==> src/rtl/multi_voice_sample_mixer_top_defines.svh <==
// assertion macros for the multi-voice sample mixer
`ifndef MULTI_VOICE_SAMPLE_MIXER_TOP_DEFINES_SVH
`define MULTI_VOICE_SAMPLE_MIXER_TOP_DEFINES_SVH

// same-cycle implication, sampled on clock, off during reset
`define MVSM_ASSERT_IMPL(name, ante, cons, msg) \
   name: assert property (@(posedge clock) disable iff (reset) (ante) |-> (cons)) \
      else $error(msg);

// next-cycle implication, sampled on clock, off during reset
`define MVSM_ASSERT_NEXT(name, ante, cons, msg) \
   name: assert property (@(posedge clock) disable iff (reset) (ante) |=> (cons)) \
      else $error(msg);

`endif

==> src/rtl/mvsm_pkg.sv <==
// shared types and constants of the multi-voice sample mixer
package mvsm_pkg;

   localparam int VOICE_COUNT_DEF  = 48;
   // sample memory depth, a power of two
   localparam int SAMPLE_WORDS_DEF = 65536;

   localparam int ACTION_W  = 2;
   localparam int ADDR_IN_W = 16;
   localparam int SAMPLE_W  = 16;
   localparam int VIDX_W    = 6;
   localparam int LEN_W     = 17;
   localparam int GAIN_W    = 16;
   localparam int OUT_W     = 24;
   localparam int PROD_W    = SAMPLE_W + GAIN_W + 1;
   localparam int TERM_W    = 18;

   localparam int FRAC_BITS  = 15;
   localparam int ROUND_HALF = 16384;
   localparam int OUT_MAX    = 8388607;
   localparam int OUT_MIN    = -8388608;

   localparam logic [GAIN_W-1:0] MASTER_GAIN_RESET = 16'd32768;

   typedef enum logic [ACTION_W-1:0] {
      ACT_WRITE = 2'd0,
      ACT_START = 2'd1,
      ACT_STOP  = 2'd2,
      ACT_MIX   = 2'd3
   } action_type;

   typedef enum logic [2:0] {
      ST_IDLE,
      ST_RUN,
      ST_DRAIN,
      ST_SCALE,
      ST_EMIT
   } state_type;

   typedef struct packed {
      logic              loop;
      logic [GAIN_W-1:0] gain;
      logic [15:0]       base;
      logic [LEN_W-1:0]  length;
      logic [LEN_W-1:0]  pos;
   } voice_rec_type;

   typedef struct packed {
      logic clear;
      logic term_valid;
      logic scale;
   } acc_ctl_type;

endpackage

==> src/rtl/mvsm_voice_mem.sv <==
// per-voice record memory, one write and one registered read port
module mvsm_voice_mem #(
   parameter int VOICE_COUNT = mvsm_pkg::VOICE_COUNT_DEF,
   localparam int VI_W = (VOICE_COUNT > 1) ? $clog2(VOICE_COUNT) : 1
) (
   input  logic                    clock,
   input  logic                    wr_en,
   input  logic [VI_W-1:0]         wr_addr,
   input  mvsm_pkg::voice_rec_type wr_data,
   input  logic                    rd_en,
   input  logic [VI_W-1:0]         rd_addr,
   output mvsm_pkg::voice_rec_type rd_data
);

   mvsm_pkg::voice_rec_type voice_mem_ff [VOICE_COUNT];
   mvsm_pkg::voice_rec_type rd_data_ff;

   always_ff @(posedge clock) begin
      if (wr_en) begin
         voice_mem_ff[wr_addr] <= wr_data;
      end
      if (rd_en) begin
         rd_data_ff <= voice_mem_ff[rd_addr];
      end
   end

   assign rd_data = rd_data_ff;

endmodule

==> config.mk <==
export PLATFORM = sky130hd
export DESIGN_NAME = mvsm_voice_mem
export DESIGN_NICKNAME = d
export VERILOG_FILES = /design/src/rtl/multi_voice_sample_mixer_top_defines.svh /design/src/rtl/mvsm_pkg.sv /design/src/rtl/mvsm_voice_mem.sv
export SDC_FILE = /design/constraint.sdc
export NUM_CORES = 2
export LEC_CHECK = 0
export BUFFER_PORTS_ARGS = -buffer_cell sky130_fd_sc_hd__buf_2
export CORE_UTILIZATION = 23
export DETAILED_ROUTE_END_ITERATION = 7
export SLEW_MARGIN = 5
export SYNTH_ARGS = -nofsm -noshare
export SYNTH_HDL_FRONTEND = slang
export SYNTH_SLANG_ARGS = --single-unit
==> constraint.sdc <==
create_clock -name clock -period 8.4 [get_ports clock]
set_input_delay 0.42 -clock clock [delete_from_list [all_inputs] [get_ports clock]]
set_output_delay 0.42 -clock clock [all_outputs]
set_load 0.01 [all_outputs]
==> flow_metrics.py <==
metrics = {
    "critical_path": {
        "cp-startpoint": "rd_addr[1]",
        "cp-start-kind": "input port",
        "cp_max_fo": 72,
        "crit_type": "in2reg",
        "end_kind": "flop",
        "cp_data_required_time_ns": 9.00,
        "r2r_start": "voice_mem_ff[6][49]",
        "arrival_ns": 4.09,
    },
    "route": {
        "drt_iter0_drc": 7278,
        "remaining_drc_errors": 0,
        "drt-pass1-iter-count": 5,
        "highest_layer": "met5",
        "viasPerCell": 4.54,
        "postRouteAntennaNets": 0,
        "wl_met2_um": 174000,
        "wirelength_met1_um": 133000,
        "wire_per_inst_um": 26.7,
        "vias": 59300,
        "wirelength_um": 349000,
        "wl_met3_um": 30600,
    },
    "hold_path": {
        "hold_start": "wr_data[54]",
        "hold_path.class": "in2reg",
    },
    "sta": {
        "setup-tns-final_ns": 0,
        "finalSetupViolCount": 0,
        "period_minus_slack_ns": 3.49,
        "maxSlewHeadroom_pct": 14.1,
        "finalHoldViolCount": 0,
        "rsz0062_at_grt": "no",
        "fmax_mhz": 287,
        "maxSlewViolCount": 0,
        "tightest_slew_ns": 1.28,
        "final.setup_skew_ns": 0.0336,
        "min_period_over_period_pct": 41.5,
    },
    "pwr": {
        "powerDensity_mw_per_mm2": 230,
        "leakagePower_nw": 43.3,
        "vdd_drop_max_v": 0.000167,
    },
    "synthesis": {
        "post-synth-top-area-cell": "edfxtp_1",
        "seq_area_frac_synth_pct": 79.4,
        "ys_types": 39,
        "postSynthCellCount": 5360,
        "synth_seq_cells": 3283,
        "synth_ff_type": "edfxtp_1",
        "synth_top_area_share_pct": 79.4,
        "syn-num-nets": 5442,
        "synth_edf_count": 3283,
        "synth_commonest_cells": "edfxtp_1 (3283), mux4_2 (725), mux2i_1 (294)",
        "async_flop_share_pct": 0,
        "syn_avg_cell_area_um2": 23.2,
        "yosysWarningCount": 0,
        "synth.most_common_cell": "edfxtp_1",
        "syn_area_mm2": 0.124,
        "netlist_top_cells_area": "edfxtp_1 (79%), mux4_2 (13%), mux2i_1 (2.4%)",
    },
    "job": {
        "drv_cap": 0,
    },
    "cts": {
        "cts_buffers": 283,
        "cts-root-buf": "clkbuf_16",
        "clk_latency_ns": 0.87,
        "cts_sinks": 3283,
        "clk_pin_slew_worst_paths_ns": 0.06,
        "max-clock-path-buffers": 4,
        "cts_max_level": 5,
        "tritoncts": "yes",
    },
    "layout": {
        "layout-drive-gt1-share_pct": 25.3,
        "area_growth_pct": 15.5,
        "finalInstanceArea_mm2": 0.143,
        "final_nets": 5722,
        "nFillCells": 53000,
    },
    "global_routing": {
        "track_usage_pct": 12.4,
        "grt_max_degree": 131,
        "grt_pass1_vias": 60500,
        "antenna_found_initial": 60,
        "grt_overflow_total": 0,
        "grt_pass1_wl_um": 478000,
    },
    "placed_design": {
        "hpwl_um": 174000,
        "post_dp_cell_area_mm2": 0.134,
        "gp_congestion": 0.736,
        "numPortBuffers": 148,
    },
    "floorplan": {
        "row_count": 269,
        "ioPinCount": 149,
        "core_mm2": 0.537,
        "chipWidth_um": 737,
        "die-area_mm2": 0.543,
        "die_h_um": 737,
        "initial_core_util_pct": 23.1,
    },
    "run_status": {
        "outcome": "completed",
    },
}
cell usage in the layout, fill, tap and decap left out, drive strengths merged, types with 19 or more instances in the layout:
cell type / n
clkinv: 104
clkbuf: 346
a221o: 60
nand2: 42
a21oi: 22
a22o: 33
o21ai: 122
mux2i: 294
nor2: 82
o221ai: 43
edfxtp: 3283
o22ai: 180
buf: 293
mux4: 725
bufinv: 30
diode: 19
path summary, 6_finish.rpt:
kind | to | slack (ns) | cells after the start
hold / removal | voice_mem_ff[43][54] | 0.14 | 1
setup / recovery | rd_data[3] | 4.91 | 8
hold reg to reg | rd_data[65] | 0.89 | 4
setup reg to reg | rd_data[49] | 6.35 | 4
flip-flops by register name (all words and copies together) (netlist names):
signal        cells
rd_data          67
voice_mem_ff   3216
final cells by class:
| type | count | area [um^2] | area share, % |
|---|---|---|---|
| Sequential cell | 3283 | 98600 | 68.7 |
| Antenna cell | 19 | 47.5 | 0.0332 |
| Clock inverter | 157 | 1590 | 1.11 |
| Multi-Input combinational cell | 1776 | 24500 | 17.1 |
| Tap cell | 7181 | 8980 | 6.26 |
| Clock buffer | 346 | 7550 | 5.27 |
| Timing Repair Buffer | 294 | 2190 | 1.53 |
| Inverter | 2 | 12.5 | 0.00872 |
metal layers:
layer	vias up	track usage (%)
li1	23600	-
met1	32200	15.2
met2	2839	21.4
met3	631	3.03
met4	36	4.17
met5	-	0
kinds of logic (layout without fill, tap and decap cells):
logic type	count (synthesis)	in the layout	synth area share [%]
AO/OA/AOI/OAI	498	498	2.74
buffers and inverters	301	799	1.26
flip-flops	3283	3283	79.4
multiplexers	1033	1033	15.6
other	0	19	0
AND/OR/NAND/NOR	245	245	0.974
repair_timing:
item | 4_1_cts | 5_1_grt
hold buffers | 1 | 0
hold endpoints to repair | 16 | 0
gates resized for setup | 0 | 0
setup buffers | 0 | 0
power by group:
group / switching [mW] / total (mW) / internal (mW)
clock: 5.84 / 13.2 / 7.36
combinational: 0.953 / 1.51 / 0.560
sequential: 0.0768 / 18.2 / 18.2
worst max-delay path, cell delays in order:
cell     delay [ns]
buf_8          0.47
buf_4          0.60
buf_4          0.66
buf_4          0.54
mux4_2         0.38
a22o_1         0.23
a221o_1        0.27
a211o_1        0.30
through the flow:
stage / total power, mW / hold WS (ns) / utilization, % / worst slack, ns / instances
2_1_floorplan: 19.4 / 0.519 / - / 2.39 / 5360
3_3_place_gp: 20.1 / 0.831 / 25.0 / 4.08 / 12500
3_5_place_dp: 20.1 / 0.833 / 25.0 / 4.12 / 12500
4_1_cts: 33.2 / 0.0848 / 26.7 / 5.02 / 13000
5_1_grt: 33.8 / 0.142 / 26.7 / 4.90 / 13000
6_report: 33.0 / 0.144 / 26.7 / 4.91 / 13100
(Power assumes the default switching activity.)
