<file path="src/rtl/multi_voice_sample_mixer_top_defines.svh">
// assertion macros for the multi-voice sample mixer
`ifndef MULTI_VOICE_SAMPLE_MIXER_TOP_DEFINES_SVH
`define MULTI_VOICE_SAMPLE_MIXER_TOP_DEFINES_SVH

// same-cycle implication, sampled on clock, off during reset
`define MVSM_ASSERT_IMPL(name, ante, cons, msg) \
   name: assert property (@(posedge clock) disable iff (reset) (ante) |-> (cons)) \
      else $error(msg);

// next-cycle implication, sampled on clock, off during reset
`define MVSM_ASSERT_NEXT(name, ante, cons, msg) \
   name: assert property (@(posedge clock) disable iff (reset) (ante) |=> (cons)) \
      else $error(msg);

`endif

</file>
<file path="src/rtl/mvsm_pkg.sv">
// shared types and constants of the multi-voice sample mixer
package mvsm_pkg;

   localparam int VOICE_COUNT_DEF  = 48;
   // sample memory depth, a power of two
   localparam int SAMPLE_WORDS_DEF = 65536;

   localparam int ACTION_W  = 2;
   localparam int ADDR_IN_W = 16;
   localparam int SAMPLE_W  = 16;
   localparam int VIDX_W    = 6;
   localparam int LEN_W     = 17;
   localparam int GAIN_W    = 16;
   localparam int OUT_W     = 24;
   localparam int PROD_W    = SAMPLE_W + GAIN_W + 1;
   localparam int TERM_W    = 18;

   localparam int FRAC_BITS  = 15;
   localparam int ROUND_HALF = 16384;
   localparam int OUT_MAX    = 8388607;
   localparam int OUT_MIN    = -8388608;

   localparam logic [GAIN_W-1:0] MASTER_GAIN_RESET = 16'd32768;

   typedef enum logic [ACTION_W-1:0] {
      ACT_WRITE = 2'd0,
      ACT_START = 2'd1,
      ACT_STOP  = 2'd2,
      ACT_MIX   = 2'd3
   } action_type;

   typedef enum logic [2:0] {
      ST_IDLE,
      ST_RUN,
      ST_DRAIN,
      ST_SCALE,
      ST_EMIT
   } state_type;

   typedef struct packed {
      logic              loop;
      logic [GAIN_W-1:0] gain;
      logic [15:0]       base;
      logic [LEN_W-1:0]  length;
      logic [LEN_W-1:0]  pos;
   } voice_rec_type;

   typedef struct packed {
      logic clear;
      logic term_valid;
      logic scale;
   } acc_ctl_type;

endpackage

</file>
<file path="src/rtl/mvsm_mix_acc.sv">
// voice gain multiply, frame accumulation and master scaling
module mvsm_mix_acc #(
   parameter int VOICE_COUNT = mvsm_pkg::VOICE_COUNT_DEF
) (
   input  logic                                 clock,
   input  logic                                 reset,
   input  mvsm_pkg::acc_ctl_type                ctl,
   input  logic signed [mvsm_pkg::SAMPLE_W-1:0] sample,
   input  logic [mvsm_pkg::GAIN_W-1:0]          gain,
   input  logic [mvsm_pkg::GAIN_W-1:0]          master_gain,
   output logic                                 busy,
   output logic signed [mvsm_pkg::OUT_W-1:0]    mixed
);

   localparam int VI_W  = (VOICE_COUNT > 1) ? $clog2(VOICE_COUNT) : 1;
   localparam int SUM_W = mvsm_pkg::TERM_W + VI_W;
   localparam int SCL_W = SUM_W + mvsm_pkg::GAIN_W + 1;
   localparam int RND_W = SCL_W + 1;
   localparam int PRD_W = mvsm_pkg::PROD_W;

   logic signed [PRD_W-1:0]            prd_in, prd_ff;
   logic                               prd_vld_in, prd_vld_ff;
   logic signed [PRD_W:0]              prd_rnd, prd_shf;
   logic signed [mvsm_pkg::TERM_W-1:0] term;
   logic signed [SUM_W-1:0]            sum_in, sum_ff;
   logic signed [SCL_W-1:0]            scl_in, scl_ff;
   logic signed [RND_W-1:0]            rnd_add, rnd_shf;

   assign prd_in     = sample * $signed({1'b0, gain});
   assign prd_vld_in = ctl.term_valid;

   assign prd_rnd = (PRD_W + 1)'(prd_ff) + (PRD_W + 1)'(mvsm_pkg::ROUND_HALF);
   assign prd_shf = prd_rnd >>> mvsm_pkg::FRAC_BITS;
   assign term    = $signed(prd_shf[mvsm_pkg::TERM_W-1:0]);

   always_comb begin
      sum_in = sum_ff;
      if (ctl.clear) begin
         sum_in = '0;
      end else if (prd_vld_ff) begin
         sum_in = sum_ff + SUM_W'(term);
      end
   end

   assign scl_in = sum_ff * $signed({1'b0, master_gain});

   assign rnd_add = RND_W'(scl_ff) + RND_W'(mvsm_pkg::ROUND_HALF);
   assign rnd_shf = rnd_add >>> mvsm_pkg::FRAC_BITS;

   always_comb begin
      if (rnd_shf > RND_W'(mvsm_pkg::OUT_MAX)) begin
         mixed = mvsm_pkg::OUT_W'(mvsm_pkg::OUT_MAX);
      end else if (rnd_shf < RND_W'(mvsm_pkg::OUT_MIN)) begin
         mixed = mvsm_pkg::OUT_W'(mvsm_pkg::OUT_MIN);
      end else begin
         mixed = $signed(rnd_shf[mvsm_pkg::OUT_W-1:0]);
      end
   end

   always_ff @(posedge clock) begin
      if (reset) begin
         prd_vld_ff <= 1'b0;
      end else begin
         prd_vld_ff <= prd_vld_in;
      end
   end

   always_ff @(posedge clock) begin
      prd_ff <= prd_in;
      sum_ff <= sum_in;
      if (ctl.scale) begin
         scl_ff <= scl_in;
      end
   end

   assign busy = prd_vld_ff;

endmodule

</file>
<file path="config.mk">
export PLATFORM = sky130hd
export DESIGN_NAME = mvsm_mix_acc
export DESIGN_NICKNAME = d
export VERILOG_FILES = /design/src/rtl/multi_voice_sample_mixer_top_defines.svh /design/src/rtl/mvsm_pkg.sv /design/src/rtl/mvsm_mix_acc.sv
export SDC_FILE = /design/constraint.sdc
export NUM_CORES = 2
export LEC_CHECK = 0
export BUFFER_PORTS_ARGS = -buffer_cell sky130_fd_sc_hd__buf_2
export CAP_MARGIN = 20
export CORE_UTILIZATION = 35
export CTS_CLUSTER_SIZE = 14
export DETAILED_ROUTE_END_ITERATION = 8
export PLACE_DENSITY = 0.47
export SLEW_MARGIN = 15
export SYNTH_ARGS = -nofsm -noshare
export SYNTH_HDL_FRONTEND = slang
export SYNTH_SLANG_ARGS = --single-unit
</file>
<file path="constraint.sdc">
create_clock -name clock -period 19.5 [get_ports clock]
set_input_delay 1.95 -clock clock [delete_from_list [all_inputs] [get_ports clock]]
set_output_delay 1.95 -clock clock [all_outputs]
set_load 0.005 [all_outputs]
</file>
==> reports/summary.md <==
Start point of the worst hold path: sum_ff[0]$_SDFFE_PP0P_. The tools report the count of pins over their slew limit as 0. The flip-flop cell with the highest count after synthesis is dfxtp_1.

After synthesis, the most frequently instantiated cells are inv_1 (648), fa_1 (569), nand2_1 (371), and2_1 (292), ha_1 (243). The via count of the first global-routing pass is 19.64k. The worst setup path is launched from a primary input.

The clock sink count is 71, and the die height is 273.1 um. The top cell type by area accounts for 44.29% of the synthesized area. Walking the worst path, the cells encountered are buf_2 > and2_1 > fa_1 > fa_1 > fa_1 > fa_1 > fa_1 > inv_1 > fa_1 > inv_1 > ha_1 > o21a_1 > o211ai_1 > a21oi_1 > or4b_1 > nor3_2 > nor3_1 > a211oi_1 > a211oi_2. Post-CTS timing repair inserted 0 buffers for setup. For this design the static power due to leakage is 0.01375 uW. Detailed placement finished with a half-perimeter wire length of 51950 um. Entering global routing, the biggest net connects 33 pins. The logs give 0 for the number of setup violations in the final report and 0 for the number of resized instances in the post-cts repair step. Across all setup checks in the final design, the least slack found is 11.35 ns. The startpoint identified for the worst register-to-register timing path is sum_ff[23]$_SDFFE_PP0P_. In the routed design, unresolved DRC markers number 0.

Clock latency on the worst-skew pair, taken at its later pin, is 0.38 ns. Ratio of final minimum period to clock period: 41.79%. The longest clock path from root to sink contains 2 buffers. The cell area that synthesis handed to floorplanning was 25720 sq um. The number of antenna diodes in the final layout is 0. The average instance in the mapped netlist occupies 9.131 sq um.

The detailed-route wire length was 61490 um. The logs give 39.30% for the tightest slew margin relative to the limit and 3.5% for the clock network fraction of total power. Worst hold-check path type: register to register. The run finished with clean final reports. The largest fanout on the critical path is 24, and the filler cell count in the final layout is 7437. Number of placement rows: 99. The first global-routing pass estimated 102000 um of wire. For this block, the initial DRC count from the detailed router was 810. In the post-synthesis netlist, the biggest area contributors are fa_1 (44%), ha_1 (12%), inv_1 (9.5%). The post-route setup TNS was 0 ns.

The proportion of total power due to net switching was 52.82%; the layout overhead on the synthesized area was 5.915%. Post-synth net total: 3682. The die covers 74580 sq um. Category of the worst setup path capture point: a register. In the synthesized netlist, the number of instances is 2817. Among all cell types in the netlist, the one instantiated most often is inv_1. The logs give 0.02027 ns for the worst clock skew on the final layout and 0 for the count of endpoints failing hold in the final timing report.

The worst-case IR drop observed on VDD is 0.1057 mV. The net count of the finished layout is 3675. The most critical setup path has its startpoint at master_gain[2].

In the global route stage, overall resource usage came out at 17.09%. The post-synthesis async set-or-reset flop share is 0%, and the peak clock frequency supported by timing is 0.1227 GHz. The standard cell core area is 72830 sq um, and the effective utilization at floorplan is 35.31%. The post-cts hold buffer count came out at 0.

In this run the remaining antenna-violating nets after routing total 0. The pre-CTS setup slack was 10.90 ns. Of all cell types, the one taking the most synthesized area is fa_1. CTS built an H-tree with a depth of 3. The routed design could run at a clock period as short as 8.149 ns. TritonCTS built the clock tree. The number of enable-type register cells in the synthesized netlist is 27. Summed over all nets, the switching power comes to 2616 uW.

Number of max-cap violations: 0. The number of clock buffers added by TritonCTS is 9. The layout cell share with drive strength beyond 1 came out at 4.369%.

The tools report the post-route core utilization as 37.40%. The final RePlAce weighted congestion came out at 0.8140. In this run the horizontal extent of the chip is 273.1 um. The count of boundary I/O pins came out at 78. The relative contribution of combinational cells to total power came out at 87.0%. The routed layout has 17.90k vias. Kind of critical path: primary input to register. Proportion of synthesized chip area in sequential cells: 6.577%.

Using the TritonRoute via totals, the vias-per-cell ratio works out to 4.742. Final routed wire length divided by cell count: 16.29 um. Per report_power, the sequential group accounts for 9.5% of the total. After clock tree synthesis, the clock-pin slew on the worst setup and hold paths is 0.07 ns. The initial antenna violation count was 1. Highest-delay cell along the critical path: fa_1. Counting flops and latches in the post-synthesis netlist gives 71. STA puts the critical path data required time at 19.61 ns.

The total congestion overflow is 0. At the pin with the least slew margin, the transition time is 0.9092 ns. The first detailed-routing pass ran for 5 iterations. In this run the tool buffered the top-level ports with 77 buffer cells. Setup repair after global routing left no endpoint under its margin. The netlist uses 77 different library cells. The internal power of the cells totals 2337 uW.

The cell repeated most along the worst path was fa_1. The largest incremental delay on the critical path came out at 0.91 ns. The Yosys step of the flow raised 0 warnings. In this run the clock root is driven by a clkbuf_16.

Dividing total power by cell area gives a power density of 181.8 nW/um^2. For the signal arrival time at the worst endpoint, the log shows 8.26 ns.
worst max-delay path: cells and delay by family:
| kind | cells | cell delay, ns |
|---|---|---|
| and+or+nand+nor | 4 | 1.18 |
| buffers and inverters | 3 | 0.48 |
| adders and majority gates | 7 | 3.82 |
| AOI/OAI and AO/OA | 5 | 0.80 |
final timing paths:
check                                 to  slack, ns  depth (start not counted)
setup reg to reg    scl_ff[40]$_DFFE_PP_      12.52                         18
hold reg to reg   sum_ff[0]$_SDFFE_PP0P_       0.57                          2
hold / removal    sum_ff[0]$_SDFFE_PP0P_       0.57                          2
setup / recovery    scl_ff[40]$_DFFE_PP_      11.35                         19
cell families after synthesis:
| kind of cell | synth area share, % |
|---|---|
| AND/OR/NAND/NOR | 16.77 |
| adder cells (fa/ha/maj) | 56.11 |
| buffers and inverters | 10.95 |
| AO/OA/AOI/OAI | 5.516 |
| XOR/XNOR | 3.400 |
| flip-flops | 6.577 |
| multiplexers | 0.6761 |
power groups by stage:
stage	Sequential [uW]	Combinational [uW]	Clock, uW
6_report	472	4310	173
5_1_grt	486	4990	185
4_1_cts	473	4390	181
3_5_place_dp	476	4350	0
3_3_place_gp	472	4320	0
2_1_floorplan	403	3400	0
cells in the final DEF (no fill, tap or decap), types with 14 or more instances in the layout:
master,n
o21ai_0,28
xor2_1,37
and2_1,292
nand4_1,14
a21o_1,20
nand2b_1,18
nor3_1,18
mux2i_1,14
nand2_1,371
a21oi_1,57
buf_2,77
ha_1,243
dfxtp_1,44
nor2b_1,16
and3_1,18
inv_1,648
xnor2_1,61
nor2_1,66
o21ai_1,26
edfxtp_1,27
fa_1,569
nand3_1,25
layout make-up:
cell class | instances | area (sq um) | share of cell area (%)
Multi-Input combinational cell | 2000 | 21210 | 77.86
Timing Repair Buffer | 80 | 407.9 | 1.497
Sequential cell | 71 | 1692 | 6.210
Clock buffer | 9 | 225.2 | 0.8267
Tap cell | 959 | 1200 | 4.405
Clock inverter | 7 | 73.82 | 0.2710
Inverter | 648 | 2432 | 8.928
metal layers:
metal | track usage, % | vias to the layer above | wire, um
met1 | 23.77 | 9182 | 29790
met3 | 1.511 | 60 | 1434
met4 | 3.249 | 2 | 792
met5 | 0 | - | 12
li1 | - | 8428 | -
met2 | 29.05 | 223 | 29470
state kept, by name, indices dropped and copies added (netlist names):
register	count
sum_ff	24
busy	1
scl_ff	27
prd_ff	19
through the flow:
step | hold slack [ns] | total power [uW] | cell area (sq um) | cells
floorplan | 0.5092 | 3804 | 25720 | 2817
global placement | 0.5477 | 4789 | 26940 | 3758
detailed placement | 0.5608 | 4828 | 26940 | 3758
CTS | 0.5747 | 5041 | 27240 | 3774
global route | 0.5882 | 5664 | 27240 | 3774
finish | 0.5658 | 4953 | 27240 | 3774
Note: power is estimated with default switching activity, not from simulation.
